## src/triangle_tangent_from_texcoords_unit_defines.svh

```systemverilog
// assertion macros for the tangent unit
`ifndef TRIANGLE_TANGENT_FROM_TEXCOORDS_UNIT_DEFINES_SVH
`define TRIANGLE_TANGENT_FROM_TEXCOORDS_UNIT_DEFINES_SVH
// property that must hold whenever out of reset
`define TTU_ASSERT(lbl, clk, rst_n, prop, msg) \
    lbl: assert property (@(posedge clk) disable iff (!rst_n) prop) else $error(msg);
// property checked during reset as well
`define TTU_ASSERT_ALWAYS(lbl, clk, prop, msg) \
    lbl: assert property (@(posedge clk) prop) else $error(msg);
`endif

```

## src/ttu_pkg.sv

```systemverilog
// shared types and constants for the tangent unit
package ttu_pkg;
    localparam int unsigned CoordWidth  = 32;
    localparam int unsigned OutWidth    = 16;
    localparam int unsigned DeltaWidth  = 33;
    localparam int unsigned ProdWidth   = 67;
    localparam int unsigned MagWidth    = 30;
    localparam int unsigned SumWidth    = 62;
    localparam int unsigned RootWidth   = 31;

    typedef enum logic [1:0] {
        PH_FIRST  = 2'd0,
        PH_SECOND = 2'd1,
        PH_THIRD  = 2'd2
    } t_phase;

    typedef enum logic [3:0] {
        ST_IDLE,
        ST_DET,
        ST_TAN,
        ST_NORM,
        ST_SQR,
        ST_ROOT,
        ST_DIV,
        ST_OUT
    } t_state;

    typedef struct packed {
        logic start;
        logic busy;
    } t_div_ctrl;

    // one vertex transfer
    typedef struct packed {
        logic signed [CoordWidth-1:0] pos_x;
        logic signed [CoordWidth-1:0] pos_y;
        logic signed [CoordWidth-1:0] pos_z;
        logic signed [CoordWidth-1:0] tex_u;
        logic signed [CoordWidth-1:0] tex_v;
    } t_vertex;

    // one tangent transfer
    typedef struct packed {
        logic signed [OutWidth-1:0] tangent_x;
        logic signed [OutWidth-1:0] tangent_y;
        logic signed [OutWidth-1:0] tangent_z;
        logic                       degenerate;
    } t_tangent;
endpackage

```

## src/ttu_div.sv

```systemverilog
// restoring divider, one quotient bit a cycle
module ttu_div #(
    parameter int unsigned NUM_W = 60,
    parameter int unsigned DEN_W = 31
) (
    input  logic                  i_clk,
    input  logic                  i_rst_n,
    input  logic                  i_start,
    input  logic [NUM_W-1:0]      i_num,
    input  logic [DEN_W-1:0]      i_den,
    output logic                  o_done,
    output logic [NUM_W-1:0]      o_quot
);
    import ttu_pkg::*;

    localparam int unsigned CntW = $clog2(NUM_W + 1);

    logic [NUM_W-1:0] r_num, n_num;
    logic [DEN_W:0]   r_rem, n_rem;
    logic [DEN_W-1:0] r_den;
    logic [CntW-1:0]  r_cnt, n_cnt;
    t_div_ctrl        r_ctl, n_ctl;
    logic [DEN_W:0]   w_try;

    // shift in one numerator bit and trial subtract
    always_comb begin
        w_try = {r_rem[DEN_W-1:0], r_num[NUM_W-1]};
        n_num = r_num;
        n_rem = r_rem;
        n_cnt = r_cnt;
        n_ctl = r_ctl;
        n_ctl.start = 1'b0;
        if (i_start) begin
            n_num = i_num;
            n_rem = '0;
            n_cnt = CntW'(NUM_W);
            n_ctl.busy = 1'b1;
        end else if (r_ctl.busy) begin
            if (w_try >= {1'b0, r_den}) begin
                n_rem = w_try - {1'b0, r_den};
                n_num = {r_num[NUM_W-2:0], 1'b1};
            end else begin
                n_rem = w_try;
                n_num = {r_num[NUM_W-2:0], 1'b0};
            end
            n_cnt = r_cnt - 1'b1;
            if (r_cnt == CntW'(1)) begin
                n_ctl.busy  = 1'b0;
                n_ctl.start = 1'b1;
            end
        end
    end

    always_ff @(posedge i_clk) begin
        if (!i_rst_n) begin
            r_ctl <= '0;
            r_cnt <= '0;
        end else begin
            r_ctl <= n_ctl;
            r_cnt <= n_cnt;
        end
        r_num <= n_num;
        r_rem <= n_rem;
        if (i_start) r_den <= i_den;
    end

    assign o_done = r_ctl.start;
    assign o_quot = r_num;
endmodule

```

## config.mk

```make
export PLATFORM = sky130hd
export DESIGN_NAME = ttu_div
export DESIGN_NICKNAME = d
export VERILOG_FILES = /design/src/triangle_tangent_from_texcoords_unit_defines.svh /design/src/ttu_pkg.sv /design/src/ttu_div.sv
export SDC_FILE = /design/constraint.sdc
export NUM_CORES = 1
export LEC_CHECK = 0
export CAP_MARGIN = 20
export CORE_ASPECT_RATIO = 0.7
export CORE_UTILIZATION = 60
export CTS_BUF_LIST = sky130_fd_sc_hd__clkbuf_4 sky130_fd_sc_hd__clkbuf_8
export DETAILED_ROUTE_END_ITERATION = 12
export DONT_BUFFER_PORTS = 1
export PLACE_DENSITY = 0.76
export SYNTH_ARGS = -nofsm -noshare
export SYNTH_HDL_FRONTEND = slang
export SYNTH_SLANG_ARGS = --single-unit
```

## constraint.sdc

```tcl
create_clock -name i_clk -period 6.02 [get_ports i_clk]
set_input_delay 1.505 -clock i_clk [delete_from_list [all_inputs] [get_ports i_clk]]
set_output_delay 1.505 -clock i_clk [all_outputs]
set_load 0.02 [all_outputs]
```

==> results of run 1 <==
## cell families (layout without fill, tap and decap cells)
group / after synthesis / after routing / synth area share, %
simple gates: 168 / 168 / 11.3
flops: 130 / 130 / 49.2
buf+inv: 75 / 77 / 4.17
xor+xnor: 20 / 20 / 2.45
mux: 63 / 63 / 9.93
fa+ha+maj: 34 / 34 / 6.06
compound gates: 160 / 160 / 16.9
## routing by layer
layer	vias to the layer above	wire length (um)	GRT usage, %
met1	2384	7000	36.6
met4	0	243	9.00
met3	28	1300	6.07
met5	-	0	0
met2	256	6940	37.5
li1	2403	-	-
## through the flow
stage                     setup slack [ps]  area [um2]  std cells
after floorplan                       2290        7140        650
after global placement                2500        7210        773
after detailed placement              2370        7210        773
after CTS                             2360        7590        805
after global routing                  2000        7590        805
final                                 2270        7590        805
## sequential cells by signal, summed over array words and instances, names as in the netlist
| register | cells |
|---|---|
| o_quot | 60 |
| r_den | 31 |
| r_rem | 31 |
| r_cnt | 6 |
| o_done | 1 |
| r_ctl | 1 |
## cell type report
type	instances	share of cell area, %
tap	153	2.52
sequential	130	46.3
multi-input combinational	445	43.9
clock buffer	17	3.08
timing repair buffer	2	0.198
clock inverter	15	1.93
inverter	43	2.13
## worst register-to-register path, cell delays in order, from the launching register on
cell,delay [ps]
edfxtp_1,500
inv_1,80
ha_1,230
fa_1,380
nand2b_1,190
a21oi_1,280
o31ai_2,130
a31oi_1,270
o211ai_2,220
nand2_1,740
nand2_1,330
o32ai_1,330
## cell usage in the layout (no fill, tap or decap), types with 3 or more instances in the layout
cell and instances:
inv_6 5, nor4_1 3, mux2_2 62, and3_1 8, a31oi_1 8, o21a_1 8, a21boi_0 4, a32oi_1 4
a21o_1 14, nor3_1 8, o221ai_1 3, ha_1 33, nand2b_1 8, clkbuf_8 17, edfxtp_1 91, a21oi_1 33
o21ai_0 20, dfxtp_1 39, or3_1 4, nand3_1 14, o211ai_1 3, xor2_1 6, clkinv_4 3, a211oi_1 9
xnor2_1 14, nand4_1 4, nand2_1 59, inv_1 42, o21ai_1 5, nor2_1 43, a311oi_1 16, nor2b_1 5
## path summary, 6_finish.rpt
path / cells past startpoint / to
min: 2 / r_rem[17]
max reg2reg: 11 / r_rem[28]
max: 11 / r_rem[28]
min reg2reg: 2 / r_rem[17]
## power by group
part	leakage [nW]	internal, W	switching (W)
Sequential	1.23	0.00105	0.000104
Clock	0.189	0.000337	0.000379
Combinational	1.50	0.000157	0.000212
==> results.yml, run 1 <==
run_status:
  outcome: "completed"
synth:
  yosys.area.top_type: "edfxtp_1"
  synth_area_leaders: "edfxtp_1 38%, dfxtp_1 11%, mux2_2 9.8%"
  syn_area_um2: 7140
  synthDistinctLibCells: 72
  ys_async_sr_fraction_pct: 0
  synth_edf_count: 91
  yosysWarnings: 0
  synth_nets: 778
  yosys-top-cells-count: "91 x edfxtp_1, 62 x mux2_2, 59 x nand2_1"
  avgSynthCellArea_um2: 11.0
  ys_ff_latch: 130
  yosysTopAreaCellShare_pct: 38.3
  synth.most_common_cell: "edfxtp_1"
  postSynthCellCount: 650
  synth_ff_type: "edfxtp_1"
  ys_seq_area_share_pct: 49.2
finish:
  n_antenna_cell: 0
  multi_input_area_um2: 3330
  fin_nets: 767
  fillCellCount: 892
  regArea_um2: 3510
  syn_to_final_growth_pct: 6.31
  layout-drive-gt1-share_pct: 17.8
  final_util_pct: 67.3
worst_setup_path:
  crit_chain: "inv_1, ha_1, fa_1, nand2b_1, a21oi_1, o31ai_2, a31oi_1, o211ai_2, nand2_1, nand2_1, o32ai_1"
  endpoint_kind: "flip-flop"
  regToRegSetupSlack_ps: 2270
  critPathBufInv: 1
  critPathMostFrequentCell: "nand2_1"
  crit_path_start_kind: "flip-flop"
  worstPathRequired_ps: 6370
  rr_startpoint: "o_quot[59]"
  path_delay_family: "simple AND/OR/NAND/NOR gates"
  max_stage_delay_ps: 740
  startpoint: "o_quot[59]"
  crit_type: "reg2reg"
  crit_slowest_cell: "nand2_1"
  critical_path_peak_fanout: 21
  cp.arrival_ps: 4100
timing:
  hold_viol: 0
  fin_crit_sh_pct: 62.4
  worst_pin_slew_ps: 874
  skew_ps: 13.4
  hold_slack_ps: 497
  slew_violations: 0
  rsz0062_at_grt: "no"
  setup_tns_ps: 0
  min_period_ps: 3750
  max_freq_mhz: 266
  max_slew_margin_pct: 41.6
  setup_violations: 0
clock_tree:
  cts_made_buffers: 17
  tritoncts: "built"
  clockBufferDepth: 2
  root_buffer: "clkbuf_8"
  clkTransAtPathRegs_ps: 80
  cts_setup_buffers: 0
  h-tree-depth: 4
  cts_sinks: 130
  clkLatencyLatePin_ps: 440
  ctsHoldBuffers: 0
  cts-resized-gates: 0
floorplan:
  io_pins: 155
  fp.dieH_um: 93.3
  fp.dieW_um: 132
  row_count: 32
  initial_core_util_pct: 63.3
  core-area_um2: 11300
  dieArea_um2: 12400
job:
  maxCapViolCount: 0
grt:
  grt_usage_pct: 25.4
  grt_max_degree: 129
  grt_pass1_vias: 4843
  grt_pass1_wl_mm: 24.3
  grt_overflow_total: 0
  antenna_found_initial: 0
hold_path:
  hold_start: "r_rem[16]"
  worst_hold_path_type: "reg2reg"
route:
  vias: 5071
  ant_nets: 0
  dr.first_iter.drc_count: 494
  vias_per_cell: 6.30
  drtPass1Iterations: 6
  drcViolationCount: 0
  routedWlPerCell_um: 19.2
  drt-total-wl_mm: 15.5
power_and_ir_drop:
  p_leak_nw: 2.92
  p_total_w: 0.00224
  powerDensity_nw_per_um2: 295
  peakVddDrop_mv: 0.184
placement:
  place_hpwl_mm: 10.9
  io_buffer_count: 0
  gp_congestion: 0.922
Note: power is estimated with default switching activity, not from simulation.
==> run 2: changes to the inputs <==
==> constraint.sdc (replaced) <==
create_clock -name i_clk -period 3.6 [get_ports i_clk]
set_input_delay 0.9 -clock i_clk [delete_from_list [all_inputs] [get_ports i_clk]]
set_output_delay 0.9 -clock i_clk [all_outputs]
set_load 0.02 [all_outputs]
==> results.yml, run 2 (synthesized netlist as in run 1, its figures left out) <==
timing:
  worst_pin_slew_ps: 731
  rsz0062_at_grt: "no"
  max_freq_mhz: 299
  setup_violations: 0
  fin_crit_sh_pct: 92.8
  min_period_ps: 3340
  max_slew_margin_pct: 50.9
  setup_tns_ps: 0
  worst_slack_ps: 260
  skew_ps: 12.6
  hold_viol: 0
  hold_slack_ps: 497
  slew_violations: 0
worst_setup_path:
  crit_chain: "inv_1, ha_1, fa_1, nand2b_1, a21oi_1, o31ai_2, a31oi_1, o211ai_2, a21oi_1, o2111a_1, a311oi_1"
  regToRegSetupSlack_ps: 260
  rr_startpoint: "o_quot[59]"
  critical_path_peak_fanout: 9
  crit_path_start_kind: "flip-flop"
  reg2regPathDepth: 11
  startpoint: "o_quot[59]"
  crit_slowest_cell: "a21oi_1"
  cp.arrival_ps: 3630
  crit_end: "r_rem[27]"
  endpoint_kind: "flip-flop"
  critPathMostFrequentCell: "a21oi_1"
  max_stage_delay_ps: 550
  crit_type: "reg2reg"
  rr_endpoint: "r_rem[27]"
  worstPathRequired_ps: 3890
route:
  routedWlPerCell_um: 19.1
  vias: 5085
  vias_per_cell: 6.29
  drcViolationCount: 0
  dr.first_iter.drc_count: 476
  ant_nets: 0
  drtPass1Iterations: 5
  drt-total-wl_mm: 15.4
run_status:
  outcome: "completed"
power_and_ir_drop:
  peakVddDrop_mv: 0.299
  p_total_w: 0.00387
  p_leak_nw: 2.95
  powerDensity_nw_per_um2: 505
grt:
  grt_overflow_total: 0
  grt_pass1_vias: 4705
  antenna_found_initial: 0
  grt_max_degree: 129
  grt_pass1_wl_mm: 24.2
  grt_usage_pct: 25.0
floorplan:
  dieArea_um2: 12400
  io_pins: 155
  fp.dieH_um: 93.3
  row_count: 32
  initial_core_util_pct: 63.3
  fp.dieW_um: 132
  core-area_um2: 11300
clock_tree:
  cts-resized-gates: 0
  cts_made_buffers: 17
  clkTransAtPathRegs_ps: 80
  ctsHoldBuffers: 0
  cts_sinks: 130
  clkLatencyLatePin_ps: 440
  cts_setup_buffers: 0
  tritoncts: "built"
  h-tree-depth: 4
  root_buffer: "clkbuf_8"
  clockBufferDepth: 2
hold_path:
  worst_hold_path_type: "reg2reg"
finish:
  final_util_pct: 67.8
  fin_nets: 770
  largest_register_ffs: 60
  final_common_cell: "edfxtp_1"
  layout-drive-gt1-share_pct: 18.3
  n_antenna_cell: 0
  layout_common_cells: "91 x edfxtp_1, 62 x mux2_2, 59 x nand2_1"
  syn_to_final_growth_pct: 7.18
job:
  maxCapViolCount: 0
placement:
  io_buffer_count: 0
  dpl_worst_slack_ps: 343
  place_hpwl_mm: 10.9
  gp_congestion: 0.928
## run 2: through the flow
stage                     std cells  area (um2)
after floorplan                 650        7140
after global placement          776        7240
after detailed placement        776        7240
after CTS                       808        7660
after global routing            808        7660
final                           808        7660
## run 2: critical path: cells and delay by family (launching register included)
| kind | cells | cell delay [ps] |
|---|---|---|
| DFF | 1 | 490 |
| AOI/OAI and AO/OA | 7 | 1770 |
| adders and majority gates | 2 | 630 |
| buffers and inverters | 1 | 80 |
| and+or+nand+nor | 1 | 200 |
## run 2: power by group
part / total, W / internal, W / leakage (nW) / switching, W
combinational: 0.000615 / 0.000265 / 1.51 / 0.000351
sequential: 0.00193 / 0.00176 / 1.23 / 0.000174
clock: 0.00132 / 0.000705 / 0.210 / 0.000614
total: 0.00387 / 0.00273 / 2.95 / 0.00114
## run 2: area by class of cell
cell class	count	area, um2
Fill cell	880	3630
Sequential cell	130	3510
Multi-Input combinational cell	445	3330
Clock buffer	18	241
Tap cell	153	191
Clock inverter	14	179
Inverter	43	161
Timing Repair Buffer	5	37.5
## run 2: worst min path at each step
stage,startpoint,end,slack (ps),depth (start not counted)
2_1_floorplan,r_rem[26],r_rem[26],450,2
3_3_place_gp,r_rem[1],r_rem[1],470,2
3_5_place_dp,r_rem[1],r_rem[1],490,2
4_1_cts,r_rem[3],r_rem[4],500,2
5_1_grt,i_start,r_rem[2],510,1
6_report,r_rem[3],r_rem[4],500,2
## run 2: routing by layer
metal	vias to the layer above	routed length, um	GRT usage [%]	part of all wire [%]
li1	2416	-	-	-
met1	2419	7130	36.2	46
met2	230	6910	37.4	45
met3	20	1230	6.67	8.0
met4	0	157	6.13	1.0
met5	-	0	0	0
==> run 3: changes to the inputs <==
--- a/config.mk
+++ b/config.mk
@@ -12,6 +12,7 @@
 export DETAILED_ROUTE_END_ITERATION = 12
 export DONT_BUFFER_PORTS = 1
 export PLACE_DENSITY = 0.76
+export REMOVE_ABC_BUFFERS = 1
 export SYNTH_ARGS = -nofsm -noshare
 export SYNTH_HDL_FRONTEND = slang
 export SYNTH_SLANG_ARGS = --single-unit
==> results.yml, run 3 (synthesized netlist as in run 1, its figures left out) <==
run_status:
  outcome: "completed"
worst_setup_path:
  worstPathRequired_ps: 3930
  crit_slowest_cell: "edfxtp_1"
  crit_chain: "inv_1, ha_1, fa_1, nand2b_1, a21oi_1, o31ai_2, a31oi_1, o211ai_2, nand2_1, buf_4, nand3_1, a311oi_1"
  crit_path_start_kind: "flip-flop"
  max_stage_delay_ps: 500
  crit_type: "reg2reg"
  rr_endpoint: "r_rem[2]"
  regToRegSetupSlack_ps: 210
  critical_path_peak_fanout: 17
  reg2regPathDepth: 12
  rr_startpoint: "o_quot[59]"
  cp.arrival_ps: 3720
  endpoint_kind: "flip-flop"
finish:
  finalInstanceArea_um2: 7650
  fillCellCount: 875
  n_antenna_cell: 0
  fin_cells: 811
  layout_common_cells: "91 x edfxtp_1, 62 x mux2_2, 59 x nand2_1"
  largest_register_ffs: 60
  layout-drive-gt1-share_pct: 18.7
  syn_to_final_growth_pct: 7.16
  fin_nets: 773
  final_common_cell: "edfxtp_1"
job:
  maxCapViolCount: 0
route:
  dr.first_iter.drc_count: 448
  drtPass1Iterations: 4
  vias_per_cell: 6.40
  routedWlPerCell_um: 21.3
  vias: 5194
  drcViolationCount: 0
  drt-total-wl_mm: 17.2
  ant_nets: 0
placement:
  gp_congestion: 0.922
  io_buffer_count: 0
  dp_cells: 778
  place_area_um2: 7250
  place_hpwl_mm: 12.1
grt:
  antenna_found_initial: 1
  grt_pass1_vias: 4907
  grt_pass1_wl_mm: 26.7
  grt_overflow_total: 0
  grt_usage_pct: 28.3
  grt_max_degree: 129
timing:
  hold_viol: 0
  setup_tns_ps: 0
  max_slew_margin_pct: 49.1
  worst_pin_slew_ps: 756
  fin_crit_sh_pct: 94.1
  slew_violations: 0
  setup_violations: 0
  hold_slack_ps: 506
  min_period_ps: 3390
  rsz0062_at_grt: "no"
  skew_ps: 12.2
  max_freq_mhz: 295
clock_tree:
  cts_setup_buffers: 0
  tritoncts: "built"
  cts_sinks: 130
  clockBufferDepth: 2
  root_buffer: "clkbuf_8"
  clkTransAtPathRegs_ps: 80
  clkLatencyLatePin_ps: 440
  ctsHoldBuffers: 0
  cts_made_buffers: 17
  cts-resized-gates: 0
  h-tree-depth: 4
power_and_ir_drop:
  powerDensity_nw_per_um2: 496
  peakVddDrop_mv: 0.454
  p_leak_nw: 2.95
hold_path:
  min_to: "r_rem[20]"
  hold_start: "r_rem[20]"
  holdPathStages: 2
  worst_hold_path_type: "reg2reg"
floorplan:
  initial_core_util_pct: 63.3
  dieArea_um2: 12400
  fp.dieW_um: 132
  io_pins: 155
  row_count: 32
  fp.dieH_um: 93.3
  core-area_um2: 11300
-- run 3: changes by cell type in the layout (fill, tap and decap cells not counted), sizes merged --
cell,previous run,this run
bufinv,3,1
buf,5,8
inv,48,52
clkinv,4,2
-- run 3: stage by stage --
stage / utilization, % / total power (W) / worst slack [ps]
after global placement: 64.2 / 0.00256 / 468
after detailed placement: 64.2 / 0.00259 / 302
final: 67.8 / 0.00380 / 214
after global routing: 67.8 / 0.00394 / 18.7
after floorplan: - / 0.00242 / 605
after CTS: 67.6 / 0.00380 / 242
-- run 3: worst max path at each step --
| stage | from | to | slack [ps] | cells past startpoint |
|---|---|---|---|---|
| after CTS | o_quot[59] | r_rem[2] | 240 | 12 |
| after global placement | o_quot[59] | r_rem[27] | 470 | 11 |
| after floorplan | r_ctl[0] | o_quot[0] | 600 | 2 |
| final | o_quot[59] | r_rem[2] | 210 | 12 |
| after detailed placement | o_quot[59] | r_rem[2] | 300 | 12 |
| after global routing | o_quot[59] | r_rem[2] | 20 | 12 |
-- run 3: final cells by class --
cell class | count | area [um2] | area share [%]
clock buffer | 18 | 241 | 3.15
clock inverter | 14 | 143 | 1.86
inverter | 43 | 161 | 2.11
multi-input combinational | 445 | 3330 | 43.5
sequential | 130 | 3510 | 45.9
tap | 153 | 191 | 2.50
timing repair buffer | 8 | 72.6 | 0.948
-- run 3: critical path: cells and delay by family (launching register included) --
family | cells | cell delay (ps)
flip-flops | 1 | 500
AND/OR/NAND/NOR | 3 | 560
adder cells (fa/ha/maj) | 2 | 600
buffers and inverters | 2 | 360
AO/OA/AOI/OAI | 5 | 1240
-- run 3: metal layers --
layer,share of wire (%),track usage [%]
met3,9.6,10.4
met5,0.099,0
met4,1.7,7.47
met2,44,42.7
met1,45,38.6
-- run 3: where the power goes --
group / switching, W / total (W) / internal, W / leakage [nW]
Sequential: 0.000181 / 0.00194 / 0.00176 / 1.23
Clock: 0.000648 / 0.00123 / 0.000577 / 0.193
Combinational: 0.000360 / 0.000633 / 0.000272 / 1.53
Total: 0.00119 / 0.00380 / 0.00261 / 2.95
